## src/rtl/cdms_pkg.sv

```systemverilog
// ============================================================================
// Corner deviation match scorer package
// Widths, reset values, codes and sequencer states shared by the block.
// ============================================================================
package cdms_pkg;

   localparam int COORD_W         = 16;
   localparam int D_W             = 17;
   localparam int IMG_W           = 16;
   localparam int THR_W           = 17;
   localparam int SCORE_W         = 17;
   localparam int SCORE_FRAC_W    = 16;
   localparam int CSR_IDX_W       = 1;
   localparam int MAX_CORNERS_DEF = 64;

   localparam logic [IMG_W-1:0]   IMAGE_TOTAL_RST = 16'd100;
   localparam logic [THR_W-1:0]   THRESHOLD_RST   = 17'd64;
   localparam logic [IMG_W-1:0]   COUNT_MAX       = 16'hFFFF;
   localparam logic [SCORE_W-1:0] SCORE_ONE       = 17'h10000;

   localparam logic CMD_SAMPLE = 1'b0;
   localparam logic CMD_CLEAR  = 1'b1;

   localparam logic [CSR_IDX_W-1:0] CSR_IMAGE_TOTAL     = 1'd0;
   localparam logic [CSR_IDX_W-1:0] CSR_MATCH_THRESHOLD = 1'd1;

   typedef enum logic [4:0] {
      ST_IDLE,
      ST_SQ_X,
      ST_SQ_Y,
      ST_RAD,
      ST_ROOT_D,
      ST_STORE,
      ST_DECIDE,
      ST_CP_RD,
      ST_CP_MUL,
      ST_CP_ACC,
      ST_M_NSQ,
      ST_M_SUM,
      ST_M_NN,
      ST_M_TN,
      ST_M_TT,
      ST_CMP,
      ST_DIV_V,
      ST_ROOT_V,
      ST_SCORE,
      ST_DIV_S,
      ST_OUT
   } state_type;

endpackage

```

## src/rtl/cdms_mul.sv

```systemverilog
// ============================================================================
// Shared multiplier
// Unsigned product with a register on the output.
// ============================================================================
module cdms_mul
   import cdms_pkg::*;
#(
   parameter int A_W = 2 * D_W,
   parameter int B_W = D_W
) (
   input  logic               clock,
   input  logic [A_W-1:0]     a,
   input  logic [B_W-1:0]     b,
   output logic [A_W+B_W-1:0] p
);

   logic [A_W+B_W-1:0] p_ff;

   always_ff @(posedge clock) begin
      p_ff <= (A_W+B_W)'(a) * (A_W+B_W)'(b);
   end

   assign p = p_ff;

endmodule

```

## src/rtl/cdms_sqrt.sv

```systemverilog
// ============================================================================
// Iterative square root
// Restoring floor square root, one result bit per cycle.
// ============================================================================
module cdms_sqrt
   import cdms_pkg::*;
#(
   parameter int RAD_W = 2 * D_W
) (
   input  logic                 clock,
   input  logic                 reset,
   input  logic                 start,
   input  logic [RAD_W-1:0]     radicand,
   output logic [RAD_W/2-1:0]   root,
   output logic                 done
);

   localparam int ROOT_W = RAD_W / 2;
   localparam int CNT_W  = $clog2(ROOT_W + 1);

   logic [RAD_W-1:0]  rad_ff;
   logic [ROOT_W:0]   rem_ff;
   logic [ROOT_W-1:0] root_ff;
   logic [CNT_W-1:0]  cnt_ff;
   logic              busy_ff;
   logic              done_ff;
   logic [ROOT_W+2:0] rem_t;
   logic [ROOT_W+2:0] trial;
   logic [ROOT_W+2:0] diff;
   logic              ge;

   assign rem_t = {rem_ff, rad_ff[RAD_W-1 -: 2]};
   assign trial = {1'b0, root_ff, 2'b01};
   assign diff  = rem_t - trial;
   assign ge    = rem_t >= trial;

   always_ff @(posedge clock) begin
      if (reset) begin
         busy_ff <= 1'b0;
         done_ff <= 1'b0;
         cnt_ff  <= '0;
      end else begin
         done_ff <= 1'b0;
         if (start) begin
            busy_ff <= 1'b1;
            cnt_ff  <= CNT_W'(ROOT_W);
         end else if (busy_ff) begin
            cnt_ff <= cnt_ff - 1'b1;
            if (cnt_ff == CNT_W'(1)) begin
               busy_ff <= 1'b0;
               done_ff <= 1'b1;
            end
         end
      end
   end

   always_ff @(posedge clock) begin
      if (start) begin
         rad_ff  <= radicand;
         rem_ff  <= '0;
         root_ff <= '0;
      end else if (busy_ff) begin
         rad_ff  <= {rad_ff[RAD_W-3:0], 2'b00};
         rem_ff  <= ge ? diff[ROOT_W:0] : rem_t[ROOT_W:0];
         root_ff <= {root_ff[ROOT_W-2:0], ge};
      end
   end

   assign root = root_ff;
   assign done = done_ff;

endmodule

```

## src/rtl/cdms_div.sv

```systemverilog
// ============================================================================
// Iterative divider
// Restoring unsigned division, one quotient bit per cycle.
// ============================================================================
module cdms_div
   import cdms_pkg::*;
#(
   parameter int NUM_W = 48,
   parameter int DIV_W = IMG_W
) (
   input  logic             clock,
   input  logic             reset,
   input  logic             start,
   input  logic [NUM_W-1:0] dividend,
   input  logic [DIV_W-1:0] divisor,
   output logic [NUM_W-1:0] quotient,
   output logic             done
);

   localparam int CNT_W = $clog2(NUM_W + 1);

   logic [NUM_W-1:0] quo_ff;
   logic [DIV_W-1:0] rem_ff;
   logic [DIV_W-1:0] dvs_ff;
   logic [CNT_W-1:0] cnt_ff;
   logic             busy_ff;
   logic             done_ff;
   logic [DIV_W:0]   rem_t;
   logic [DIV_W:0]   diff;
   logic             ge;

   assign rem_t = {rem_ff, quo_ff[NUM_W-1]};
   assign diff  = rem_t - {1'b0, dvs_ff};
   assign ge    = rem_t >= {1'b0, dvs_ff};

   always_ff @(posedge clock) begin
      if (reset) begin
         busy_ff <= 1'b0;
         done_ff <= 1'b0;
         cnt_ff  <= '0;
      end else begin
         done_ff <= 1'b0;
         if (start) begin
            busy_ff <= 1'b1;
            cnt_ff  <= CNT_W'(NUM_W);
         end else if (busy_ff) begin
            cnt_ff <= cnt_ff - 1'b1;
            if (cnt_ff == CNT_W'(1)) begin
               busy_ff <= 1'b0;
               done_ff <= 1'b1;
            end
         end
      end
   end

   always_ff @(posedge clock) begin
      if (start) begin
         quo_ff <= dividend;
         rem_ff <= '0;
         dvs_ff <= divisor;
      end else if (busy_ff) begin
         rem_ff <= ge ? diff[DIV_W-1:0] : rem_t[DIV_W-1:0];
         quo_ff <= {quo_ff[NUM_W-2:0], ge};
      end
   end

   assign quotient = quo_ff;
   assign done     = done_ff;

endmodule

```

## src/rtl/corner_deviation_match_scorer.sv

```systemverilog
// ============================================================================
// Corner deviation match scorer
// Scores corner agreement between a reference and a test image.
// ============================================================================
// Usage: send corner pair items on the req_ channel, one image at a time,
// with req_last on the final pair. A req_cmd clear item zeroes the good and
// skipped counters and returns nothing. Each sample item with req_last gives
// one item on the rsp_ channel: deviation, match flag, counters and score.
// Write image_total and match_threshold through the csr_ port while idle.
// A stored pair holds req_stall while the multiplier squares dx and dy,
// the one-bit-per-cycle square root of 17 steps runs to its done, and the
// distance is stored. If the last pair has both corners found and distances
// are stored, the closing pass reads, squares and sums each stored distance
// in turn, then runs its multiplies, a divide and a square root; the score
// takes another divide if image_total exceeds the skipped count. req_stall
// stays high while an item is in work; one item at a time.
// Stalling rsp_ holds the result register; the next item is taken meanwhile,
// and a further result waits until the register frees.
// Reset: counters and accumulation clear, registers return to 100 and 64;
// the distance memory is not cleared (only written entries are read).
// ============================================================================
module corner_deviation_match_scorer
   import cdms_pkg::*;
#(
   parameter int MAX_CORNERS = MAX_CORNERS_DEF
) (
   input  logic                 clock,
   input  logic                 reset,
   input  logic                 csr_wr_en,
   input  logic [CSR_IDX_W-1:0] csr_index,
   input  logic [THR_W-1:0]     csr_wdata,
   input  logic                 req_valid,
   output logic                 req_stall,
   input  logic                 req_cmd,
   input  logic                 req_reference_found,
   input  logic                 req_test_found,
   input  logic [COORD_W-1:0]   req_ref_x,
   input  logic [COORD_W-1:0]   req_ref_y,
   input  logic [COORD_W-1:0]   req_test_x,
   input  logic [COORD_W-1:0]   req_test_y,
   input  logic                 req_last,
   output logic                 rsp_valid,
   input  logic                 rsp_stall,
   output logic [D_W-1:0]       rsp_deviation,
   output logic                 rsp_deviation_valid,
   output logic                 rsp_good_match,
   output logic [IMG_W-1:0]     rsp_good_count,
   output logic [IMG_W-1:0]     rsp_skipped_count,
   output logic [SCORE_W-1:0]   rsp_score,
   output logic                 rsp_score_valid
);

   localparam int CNT_W = $clog2(MAX_CORNERS + 1);
   localparam int AW    = (MAX_CORNERS > 1) ? $clog2(MAX_CORNERS) : 1;
   localparam int SUM_W = D_W + CNT_W;
   localparam int SQ_W  = 2 * D_W + CNT_W;
   localparam int NUM_W = 2 * D_W + 2 * CNT_W;
   localparam int MA_W  = SQ_W;
   localparam int MB_W  = SUM_W;
   localparam int P_W   = MA_W + MB_W;
   localparam int RAD_W = 2 * D_W;
   localparam int DV_W  = (2 * CNT_W > IMG_W) ? 2 * CNT_W : IMG_W;

   state_type state_ff, state_in;

   logic [IMG_W-1:0]   image_total_ff;
   logic [THR_W-1:0]   thr_ff;
   logic [CNT_W-1:0]   count_ff;
   logic [SUM_W-1:0]   sum_ff;
   logic [IMG_W-1:0]   good_ff;
   logic [IMG_W-1:0]   skip_ff;
   logic               rsp_valid_ff;

   logic               rf_ff, tf_ff, last_ff;
   logic [COORD_W-1:0] dx_ff, dy_ff;
   logic [NUM_W-1:0]   acc_ff;
   logic [NUM_W-1:0]   num_ff;
   logic [DV_W-1:0]    den_ff;
   logic [SQ_W-1:0]    sq_ff;
   logic [CNT_W-1:0]   idx_ff;
   logic [D_W-1:0]     rd_ff;
   logic [D_W-1:0]     dev_ff;
   logic               devv_ff;
   logic               hit_ff;
   logic [SCORE_W-1:0] score_ff;
   logic               sv_ff;

   logic [D_W-1:0]     rsp_deviation_ff;
   logic               rsp_deviation_valid_ff;
   logic               rsp_good_match_ff;
   logic [IMG_W-1:0]   rsp_good_count_ff;
   logic [IMG_W-1:0]   rsp_skipped_count_ff;
   logic [SCORE_W-1:0] rsp_score_ff;
   logic               rsp_score_valid_ff;

   logic [D_W-1:0]     mem [MAX_CORNERS];

   logic               req_fire;
   logic               store_ok;
   logic               out_load;
   logic               score_pos;
   logic [RAD_W-1:0]   rad_dist;
   logic [SCORE_W-1:0] score_sat;

   logic [MA_W-1:0]    mul_a;
   logic [MB_W-1:0]    mul_b;
   logic [P_W-1:0]     mul_p;
   logic               sqrt_start;
   logic [RAD_W-1:0]   sqrt_rad;
   logic [D_W-1:0]     sqrt_root;
   logic               sqrt_done;
   logic               div_start;
   logic [NUM_W-1:0]   div_num;
   logic [DV_W-1:0]    div_dvs;
   logic [NUM_W-1:0]   div_quo;
   logic               div_done;

   cdms_mul #(.A_W(MA_W), .B_W(MB_W)) u_mul (
      .clock (clock),
      .a     (mul_a),
      .b     (mul_b),
      .p     (mul_p)
   );

   cdms_sqrt #(.RAD_W(RAD_W)) u_sqrt (
      .clock    (clock),
      .reset    (reset),
      .start    (sqrt_start),
      .radicand (sqrt_rad),
      .root     (sqrt_root),
      .done     (sqrt_done)
   );

   cdms_div #(.NUM_W(NUM_W), .DIV_W(DV_W)) u_div (
      .clock    (clock),
      .reset    (reset),
      .start    (div_start),
      .dividend (div_num),
      .divisor  (div_dvs),
      .quotient (div_quo),
      .done     (div_done)
   );

   assign req_fire  = req_valid && !req_stall;
   assign store_ok  = req_reference_found && req_test_found &&
                      (count_ff < CNT_W'(MAX_CORNERS));
   assign out_load  = !rsp_valid_ff || !rsp_stall;
   assign score_pos = image_total_ff > skip_ff;
   assign rad_dist  = acc_ff[RAD_W-1:0] + mul_p[RAD_W-1:0];
   assign score_sat = (div_quo > NUM_W'(SCORE_ONE)) ? SCORE_ONE : div_quo[SCORE_W-1:0];

   always_comb begin
      state_in = state_ff;
      case (state_ff)
         ST_IDLE: begin
            if (req_fire && req_cmd == CMD_SAMPLE) begin
               if (store_ok) state_in = ST_SQ_X;
               else if (req_last) state_in = ST_DECIDE;
            end
         end
         ST_SQ_X:   state_in = ST_SQ_Y;
         ST_SQ_Y:   state_in = ST_RAD;
         ST_RAD:    state_in = ST_ROOT_D;
         ST_ROOT_D: if (sqrt_done) state_in = ST_STORE;
         ST_STORE:  state_in = last_ff ? ST_DECIDE : ST_IDLE;
         ST_DECIDE: begin
            if (rf_ff && tf_ff && count_ff != '0) state_in = ST_CP_RD;
            else state_in = ST_SCORE;
         end
         ST_CP_RD:  state_in = ST_CP_MUL;
         ST_CP_MUL: state_in = ST_CP_ACC;
         ST_CP_ACC: begin
            if (idx_ff + 1'b1 == count_ff) state_in = ST_M_NSQ;
            else state_in = ST_CP_RD;
         end
         ST_M_NSQ:  state_in = ST_M_SUM;
         ST_M_SUM:  state_in = ST_M_NN;
         ST_M_NN:   state_in = ST_M_TN;
         ST_M_TN:   state_in = ST_M_TT;
         ST_M_TT:   state_in = ST_CMP;
         ST_CMP:    state_in = ST_DIV_V;
         ST_DIV_V:  if (div_done) state_in = ST_ROOT_V;
         ST_ROOT_V: if (sqrt_done) state_in = ST_SCORE;
         ST_SCORE:  state_in = score_pos ? ST_DIV_S : ST_OUT;
         ST_DIV_S:  if (div_done) state_in = ST_OUT;
         ST_OUT:    if (out_load) state_in = ST_IDLE;
         default:   state_in = ST_IDLE;
      endcase
   end

   always_comb begin
      req_stall  = (state_ff != ST_IDLE);
      mul_a      = '0;
      mul_b      = '0;
      sqrt_start = 1'b0;
      sqrt_rad   = rad_dist;
      div_start  = 1'b0;
      div_num    = num_ff;
      div_dvs    = den_ff;
      case (state_ff)
         ST_SQ_X: begin
            mul_a = MA_W'(dx_ff);
            mul_b = MB_W'(dx_ff);
         end
         ST_SQ_Y: begin
            mul_a = MA_W'(dy_ff);
            mul_b = MB_W'(dy_ff);
         end
         ST_RAD:    sqrt_start = 1'b1;
         ST_CP_MUL: begin
            mul_a = MA_W'(rd_ff);
            mul_b = MB_W'(rd_ff);
         end
         ST_M_NSQ: begin
            mul_a = MA_W'(sq_ff);
            mul_b = MB_W'(count_ff);
         end
         ST_M_SUM: begin
            mul_a = MA_W'(sum_ff);
            mul_b = MB_W'(sum_ff);
         end
         ST_M_NN: begin
            mul_a = MA_W'(count_ff);
            mul_b = MB_W'(count_ff);
         end
         ST_M_TN: begin
            mul_a = MA_W'(thr_ff);
            mul_b = MB_W'(count_ff);
         end
         ST_M_TT: begin
            mul_a = MA_W'(mul_p[MB_W-1:0]);
            mul_b = mul_p[MB_W-1:0];
         end
         ST_CMP:    div_start = 1'b1;
         ST_DIV_V: begin
            sqrt_start = div_done;
            sqrt_rad   = div_quo[RAD_W-1:0];
         end
         ST_SCORE: begin
            div_start = score_pos;
            div_num   = NUM_W'({good_ff, {SCORE_FRAC_W{1'b0}}});
            div_dvs   = DV_W'(image_total_ff - skip_ff);
         end
         default: begin
         end
      endcase
   end

   always_ff @(posedge clock) begin
      if (reset) begin
         state_ff       <= ST_IDLE;
         image_total_ff <= IMAGE_TOTAL_RST;
         thr_ff         <= THRESHOLD_RST;
         count_ff       <= '0;
         sum_ff         <= '0;
         good_ff        <= '0;
         skip_ff        <= '0;
         rsp_valid_ff   <= 1'b0;
      end else begin
         state_ff <= state_in;
         if (csr_wr_en) begin
            case (csr_index)
               CSR_IMAGE_TOTAL:     image_total_ff <= csr_wdata[IMG_W-1:0];
               CSR_MATCH_THRESHOLD: thr_ff <= csr_wdata;
               default: begin
               end
            endcase
         end
         if (state_ff == ST_OUT && out_load) rsp_valid_ff <= 1'b1;
         else if (rsp_valid_ff && !rsp_stall) rsp_valid_ff <= 1'b0;
         case (state_ff)
            ST_IDLE: begin
               if (req_fire && req_cmd == CMD_CLEAR) begin
                  good_ff <= '0;
                  skip_ff <= '0;
               end
            end
            ST_STORE: begin
               count_ff <= count_ff + 1'b1;
               sum_ff   <= sum_ff + SUM_W'(sqrt_root);
            end
            ST_DECIDE: begin
               if (!rf_ff) begin
                  if (skip_ff != COUNT_MAX) skip_ff <= skip_ff + 1'b1;
                  count_ff <= '0;
                  sum_ff   <= '0;
               end else if (!(tf_ff && count_ff != '0)) begin
                  count_ff <= '0;
                  sum_ff   <= '0;
               end
            end
            ST_ROOT_V: begin
               if (sqrt_done) begin
                  if (hit_ff && good_ff != COUNT_MAX) good_ff <= good_ff + 1'b1;
                  count_ff <= '0;
                  sum_ff   <= '0;
               end
            end
            default: begin
            end
         endcase
      end
   end

   always_ff @(posedge clock) begin
      case (state_ff)
         ST_IDLE: begin
            if (req_fire) begin
               rf_ff   <= req_reference_found;
               tf_ff   <= req_test_found;
               last_ff <= req_last;
               dx_ff   <= (req_ref_x >= req_test_x) ? req_ref_x - req_test_x
                                                    : req_test_x - req_ref_x;
               dy_ff   <= (req_ref_y >= req_test_y) ? req_ref_y - req_test_y
                                                    : req_test_y - req_ref_y;
            end
         end
         ST_SQ_Y: acc_ff <= mul_p[NUM_W-1:0];
         ST_DECIDE: begin
            idx_ff  <= '0;
            sq_ff   <= '0;
            dev_ff  <= '0;
            devv_ff <= 1'b0;
            hit_ff  <= 1'b0;
         end
         ST_CP_ACC: begin
            sq_ff  <= sq_ff + mul_p[SQ_W-1:0];
            idx_ff <= idx_ff + 1'b1;
         end
         ST_M_SUM: acc_ff <= mul_p[NUM_W-1:0];
         ST_M_NN:  num_ff <= acc_ff - mul_p[NUM_W-1:0];
         ST_M_TN:  den_ff <= mul_p[DV_W-1:0];
         ST_CMP:   hit_ff <= num_ff <= mul_p[NUM_W-1:0];
         ST_ROOT_V: begin
            if (sqrt_done) begin
               dev_ff  <= sqrt_root;
               devv_ff <= 1'b1;
            end
         end
         ST_SCORE: begin
            if (!score_pos) begin
               score_ff <= '0;
               sv_ff    <= 1'b0;
            end
         end
         ST_DIV_S: begin
            if (div_done) begin
               score_ff <= score_sat;
               sv_ff    <= 1'b1;
            end
         end
         ST_OUT: begin
            if (out_load) begin
               rsp_deviation_ff       <= dev_ff;
               rsp_deviation_valid_ff <= devv_ff;
               rsp_good_match_ff      <= hit_ff;
               rsp_good_count_ff      <= good_ff;
               rsp_skipped_count_ff   <= skip_ff;
               rsp_score_ff           <= score_ff;
               rsp_score_valid_ff     <= sv_ff;
            end
         end
         default: begin
         end
      endcase
   end

   always_ff @(posedge clock) begin
      if (state_ff == ST_STORE) mem[count_ff[AW-1:0]] <= sqrt_root;
      rd_ff <= mem[idx_ff[AW-1:0]];
   end

   assign rsp_valid           = rsp_valid_ff;
   assign rsp_deviation       = rsp_deviation_ff;
   assign rsp_deviation_valid = rsp_deviation_valid_ff;
   assign rsp_good_match      = rsp_good_match_ff;
   assign rsp_good_count      = rsp_good_count_ff;
   assign rsp_skipped_count   = rsp_skipped_count_ff;
   assign rsp_score           = rsp_score_ff;
   assign rsp_score_valid     = rsp_score_valid_ff;

endmodule

```

## config.mk

```make
export PLATFORM = sky130hd
export DESIGN_NAME = corner_deviation_match_scorer
export DESIGN_NICKNAME = d
export VERILOG_FILES = /design/src/rtl/cdms_pkg.sv /design/src/rtl/cdms_mul.sv /design/src/rtl/cdms_sqrt.sv /design/src/rtl/cdms_div.sv /design/src/rtl/corner_deviation_match_scorer.sv
export SDC_FILE = /design/constraint.sdc
export NUM_CORES = 2
export LEC_CHECK = 0
export BUFFER_PORTS_ARGS = -buffer_cell sky130_fd_sc_hd__buf_2
export CAP_MARGIN = 30
export CORE_MARGIN = 8
export CORE_UTILIZATION = 40
export DETAILED_ROUTE_END_ITERATION = 8
export PLACE_DENSITY = 0.58
export SETUP_SLACK_MARGIN = 0.2
export SLEW_MARGIN = 20
export SYNTH_ARGS = -nofsm -noshare
export SYNTH_HDL_FRONTEND = slang
export SYNTH_SLANG_ARGS = --single-unit
```

## constraint.sdc

```tcl
create_clock -name clock -period 25.3 [get_ports clock]
set_input_delay 5.06 -clock clock [delete_from_list [all_inputs] [get_ports clock]]
set_output_delay 5.06 -clock clock [all_outputs]
set_load 0.01 [all_outputs]
```

# After elaboration in Yosys (flattened, before gate mapping)

Memories as Yosys holds them, arrays and structs flattened. A register that Yosys moved wholly into a read port is not among the register bits.
Index checks and enable logic that the tools add are counted.

Register bits after elaboration: 615
Memories kept: 1
Word-level logic and storage cells: 231
Bits in writable memories: 1088

Memories:

| name | words | bits a word | rd ports | clocked after Yosys merged registers in | wr ports | RTL line                            | text |
|---|---|---|---|---|---|---|---|
| mem  | 64    | 17          | 1        | 1                                       | 1        | corner_deviation_match_scorer.sv:96 | `logic [D_W-1:0] mem [MAX_CORNERS];` |

Reductions and logical operators: 44
Equal/unequal tests: 38
$add $sub $neg: 17
Order comparisons: 8
Bitwise logic cells: 4
Multiplexer cells: 73
$mul: 1

Operators by type and width:

| operator                                             | number |
|---|---|
| one-hot mux 41 bit (8 select lines)                  | 1 |
| two-way mux 16 bit                                   | 9 |
| two-way mux 48 bit                                   | 3 |
| one-hot mux 24 bit (6 select lines)                  | 1 |
| one-hot mux 5 bit (21 select lines)                  | 1 |
| two-way mux 34 bit                                   | 3 |
| subtractor 16 bit                                    | 6 |
| one-hot mux 41 bit (2 select lines)                  | 1 |
| two-way mux 24 bit                                   | 3 |
| one-hot mux 24 bit (3 select lines)                  | 1 |
| two-way mux 17 bit                                   | 4 |
| one-hot mux 17 bit (2 select lines)                  | 2 |
| one-hot mux 16 bit (2 select lines)                  | 2 |
| two-way mux 5 bit                                    | 11 |
| > comparator 48 x 17 -> 1 bit, second input constant | 1 |
| <= comparator 48 bit                                 | 1 |
| multiplier 41 x 24 -> 48 bit                         | 1 |
| subtractor 48 bit                                    | 1 |
| adder 41 bit                                         | 1 |
| == test 5 x 4 -> 1 bit, second input constant        | 8 |
| adder 34 bit                                         | 1 |
| adder 16 x 1 -> 16 bit, second input constant        | 2 |
| >= comparator 16 bit                                 | 2 |
| != test 16 bit, second input constant                | 2 |
| 42 further kinds                                     | 117 |

# Logic depth before layout (Yosys ltp)

Depth in word-level cells: 6
Depth in mapped cells: 38
Gate-level depth less buffers: 35

# Hierarchy

From an unflattened synthesis, not the netlist that was laid out.

Cell total of the unflattened synthesis: 9073
Area, all modules: 110709.9 um2

By module, submodules not included:

| module                        | instances | sequential area each (um2) | area an instance (um2) | cells each |
|---|---|---|---|---|
| corner_deviation_match_scorer | 1         | 44092.3                    | 70168.5                | 4779 |
| cdms_mul                      | 1         | 1301.2                     | 32050.7                | 3555 |
| cdms_div                      | 1         | 2402.3                     | 4438.0                 | 363 |
| cdms_sqrt                     | 1         | 1861.8                     | 4052.6                 | 376 |

# Worst setup path after synthesis

OpenSTA, ideal clock, no wires.

Path type: input -> register
Start point: input port rsp_stall
End point: register rsp_deviation_ff[0] (netlist: rsp_deviation[0]), enable pin
Arrival time: 8429 ps
Stages on the path: 1
Path slack: 16352 ps
Path buffers: 0
Library setup time: 519 ps
Required time: 24781 ps
Cells stage by stage: a21oi_1

Cells in the longest elaborated chain, start to end: 3

Ends and longest elaborated chain:

| item                          | RTL line                             | text |
|---|---|---|
| start, declared               | corner_deviation_match_scorer.sv:43  | `input logic rsp_stall,` |
| logical NOT 1 bit             | corner_deviation_match_scorer.sv:147 | `assign out_load = !rsp_valid_ff \|\| !rsp_stall;` |
| logical OR 1 bit              | corner_deviation_match_scorer.sv:147 |  |
| AND reduction 2 bit (no line) | --                                   |  |
| end signal, assigned          | corner_deviation_match_scorer.sv:354 | `rsp_deviation_ff <= dev_ff;` |
| end, declared                 | corner_deviation_match_scorer.sv:88  | `logic [D_W-1:0] rsp_deviation_ff;` |

Every way passes these cells.
A chain may end at the register's enable or synchronous reset.

# Worst setup path after layout

Start point: register state_ff[0]
End point: register u_mul.p_ff[46] (netlist: u_mul.p[46])

Cells in the longest elaborated chain, start to end: 4
Elaborated cells between the ends (all ways): 12
Classes of those cells: mul (1); eq/ne (8); mux (2); reduce/logical (1)

Ends and longest elaborated chain:

| item                                | RTL line                             | text |
|---|---|---|
| start, declared                     | corner_deviation_match_scorer.sv:64  | `state_type state_ff, state_in;` |
| start signal, assigned              | corner_deviation_match_scorer.sv:260 | `state_ff <= state_in;` |
| == test 5 x 4 -> 1 bit              | corner_deviation_match_scorer.sv:200 | `case (state_ff)` |
| OR reduction 3 bit (no line)        | --                                   |  |
| one-hot mux 24 bit (6 select lines) | corner_deviation_match_scorer.sv:200 |  |
| multiplier 41 x 24 -> 48 bit *      | cdms_mul.sv:20                       | `p_ff <= (A_W+B_W)'(a) * (A_W+B_W)'(b);` |
| end signal, assigned                | cdms_mul.sv:20                       |  |
| end, declared                       | cdms_mul.sv:17                       | `logic [A_W+B_W-1:0] p_ff;` |

Every way passes the cells marked *; elsewhere a longest branch is shown, timed or not.

==> flow_summary.json <==
{
  "outcome": "completed",
  "chipWidth_um": 520.8,
  "arrival_ps": 11130,
  "slew_violations": 0,
  "synth_top_family_by_area": "adder cells",
  "yosysWarningCount": 0,
  "crit_path_max_incr_delay_ps": 830,
  "drt-pass1-iter-count": 6,
  "critPathKind": "reg -> reg",
  "slowest_stage": "a221o_1",
  "p_per_area_nw_per_um2": 82.71,
  "grt_pass1_vias": 66760,
  "ys.flop_type": "edfxtp_1",
  "place_congestion": 0.9221,
  "synth-adder-area-share_pct": 19.60,
  "slew_headroom_pct": 32.03,
  "synth_area_um2": 101900,
  "routed-via-count": 64760,
  "htreeDepth": 4,
  "grt_max_degree": 151,
  "cp_data_required_time_ps": 26060,
  "finalNonFillerCells": 11980,
  "port_buffers": 161,
  "final_nets": 9683,
  "die_area_um2": 271200,
  "drt-initial-drc-count": 5898,
  "clk_pin_slew_ps": 60,
  "layout-drive-gt1-share_pct": 13.11,
  "synth_top_area_cell": "edfxtp_1",
  "muxShareOfSynthArea_pct": 8.661,
  "synth_enable_flop_cells": 1487,
  "die_h_um": 520.8,
  "routedWlPerCell_um": 24.94,
  "drcViolationCount": 0,
  "track_usage_pct": 21.74,
  "power_uw": 9450,
  "maxCapViolCount": 0,
  "ctsResizeCount": 0,
  "clockBufferDepth": 3,
  "path_max_fanout": 17,
  "synthTopCellsByArea": "edfxtp_1, fa_1, mux4_2",
  "worst_slew_pin_slew_ps": 1019,
  "cts-root-buf": "clkbuf_16",
  "ys_async_sr_fraction_pct": 0,
  "synthCells": 8110,
  "initial_core_util_pct": 40.17,
  "rsz0062_at_grt": "no",
  "endpoint_kind": "flop",
  "grt_overflow_total": 0,
  "ios": 162,
  "cts_post_setup_buffers_inserted": 0,
  "dp.cells": 11620,
  "hp-class": "reg -> reg",
  "routed_wl_mm": 298.7,
  "period_minus_slack_ps": 10370,
  "critPathMostFrequentCell": "fa_1",
  "power.leakage_uw": 0.04339,
  "max_freq_mhz": 96.41,
  "core_area_um2": 253700,
  "dpl.hpwl_mm": 216.5,
  "synth.distinct_cells": 90,
  "yosysSeqAreaShare_pct": 48.39,
  "dp_slack_ps": 14910,
  "grt_pass1_wl_mm": 442.5,
  "hold_viol": 0,
  "startpoint_type": "flop",
  "antenna_left": 0,
  "final.setup.tns_ps": 0,
  "syn_area_per_cell_um2": 12.57,
  "cts-hold-fix-buffers": 0,
  "viasPerCell": 5.406,
  "synth-simple-area-share_pct": 8.033,
  "cts_tree": "yes",
  "peakVddDrop_v": 0.0001486,
  "fin_crit_sh_pct": 41.00,
  "setup_viol_count_final": 0,
  "synth-seq-cells": 1720,
  "layout_setup_ws_ps": 14930,
  "synth_top_area_share_pct": 43.81,
  "antenna_found_initial": 55,
  "rows": 185,
  "hold_ws_ps": 419.4,
  "clkSinkCount": 1720,
  "clock_skew_ps": 76.69,
  "insertion_delay_ps": 840,
  "synth_compound_gate_area_share_pct": 7.194,
  "cts_made_buffers": 174,
  "synthXorXnorAreaFrac_pct": 2.492,
  "area_delta_synth_final_pct": 12.11
}
logic make-up (layout without fill, tap and decap cells):
family,count (synthesis),count (layout)
multiplexers,435,435
AO/OA/AOI/OAI,1147,1147
buffers and inverters,1501,1843
XOR/XNOR,290,290
adder cells (fa/ha/maj),1157,1157
flip-flops,1720,1720
other,2,163
AND/OR/NAND/NOR,1858,1858
report_power, final:
part           total, uW  switching [uW]  internal, uW
registers           3440             156          3290
clock network       2790            1190          1610
logic               3210            1960          1250
cell usage in the layout (no fill, tap or decap), drive strengths merged, types with 199 or more instances in the layout:
cell / n
inv: 1152
clkbuf: 207
dfxtp: 233
a21oi: 344
nor2: 554
mux4: 357
xnor2: 199
fa: 733
o21ai: 306
buf: 365
edfxtp: 1487
ha: 424
nand2: 738
area by class of cell:
| cell class | instances | area [um^2] |
|---|---|---|
| Clock buffer | 206 | 4588 |
| Sequential cell | 1720 | 49340 |
| Clock inverter | 121 | 1663 |
| Multi-Input combinational cell | 5023 | 47570 |
| Antenna cell | 27 | 67.56 |
| Tap cell | 3366 | 4212 |
| Fill cell | 23060 | 139400 |
| Timing Repair Buffer | 366 | 2506 |
| Inverter | 1150 | 4317 |
layer usage:
metal	wire length, um	global-route usage [%]
met1	123100	28.57
met2	144700	36.55
met3	17390	3.110
met4	13530	8.566
met5	0	0
through the flow:
step / util (%) / area (um^2)
CTS: 44.95 / 114000
floorplan: - / 102400
finish: 45.04 / 114300
global route: 45.03 / 114200
detailed placement: 42.49 / 107800
global placement: 42.43 / 107600
worst max-delay path, delay by kind of cell (launching register included):
family	cells	cell delay [ps]
xor gates and xnor gates	1	130
and+or+nand+nor	5	1550
buffers and inverters	9	1160
AOI/OAI and AO/OA	12	3110
DFF	1	470
adders and majority gates	8	3850
state kept, by name, summed over array words and instances, names as in the netlist, 24 cells and up:
| name | count |
|---|---|
| mem | 1088 |
| num_ff | 48 |
| u_div.quotient | 48 |
| acc_ff | 48 |
| u_mul.p | 48 |
| sq_ff | 41 |
| sum_ff | 24 |
| u_sqrt.rad_ff | 34 |
Yosys cell counts (all sizes together), types with 43 or more instances:
cell and number:
edfxtp 1487, inv 1143, nand2 738, fa 733
nor2 554, ha 424, mux4 357, a21oi 344
o21ai 306, clkbuf 245, dfxtp 233, xnor2 199
nand3 177, a21o 125, buf 106, xor2 91
mux2i 73, nor3 59, nor2b 54, nand4 49
o21a 46, and2 44, nand2b 44, and3 43
final timing paths:
| path | startpoint | to | slack (ps) | cells after the start |
|---|---|---|---|---|
| worst max-delay path | state_ff[0]$_SDFFE_PP0P_ | u_mul.p[46]$_DFF_P_ | 14930 | 35 |
| worst min-delay path | score_ff[8]$_SDFFCE_PN0P_ | rsp_score[8]$_DFFE_PP_ | 420 | 0 |
| worst max register to register | state_ff[0]$_SDFFE_PP0P_ | u_mul.p[46]$_DFF_P_ | 14930 | 35 |
| worst min register to register | score_ff[8]$_SDFFCE_PN0P_ | rsp_score[8]$_DFFE_PP_ | 420 | 0 |
No activity file was read; power rests on OpenSTA's default activity.
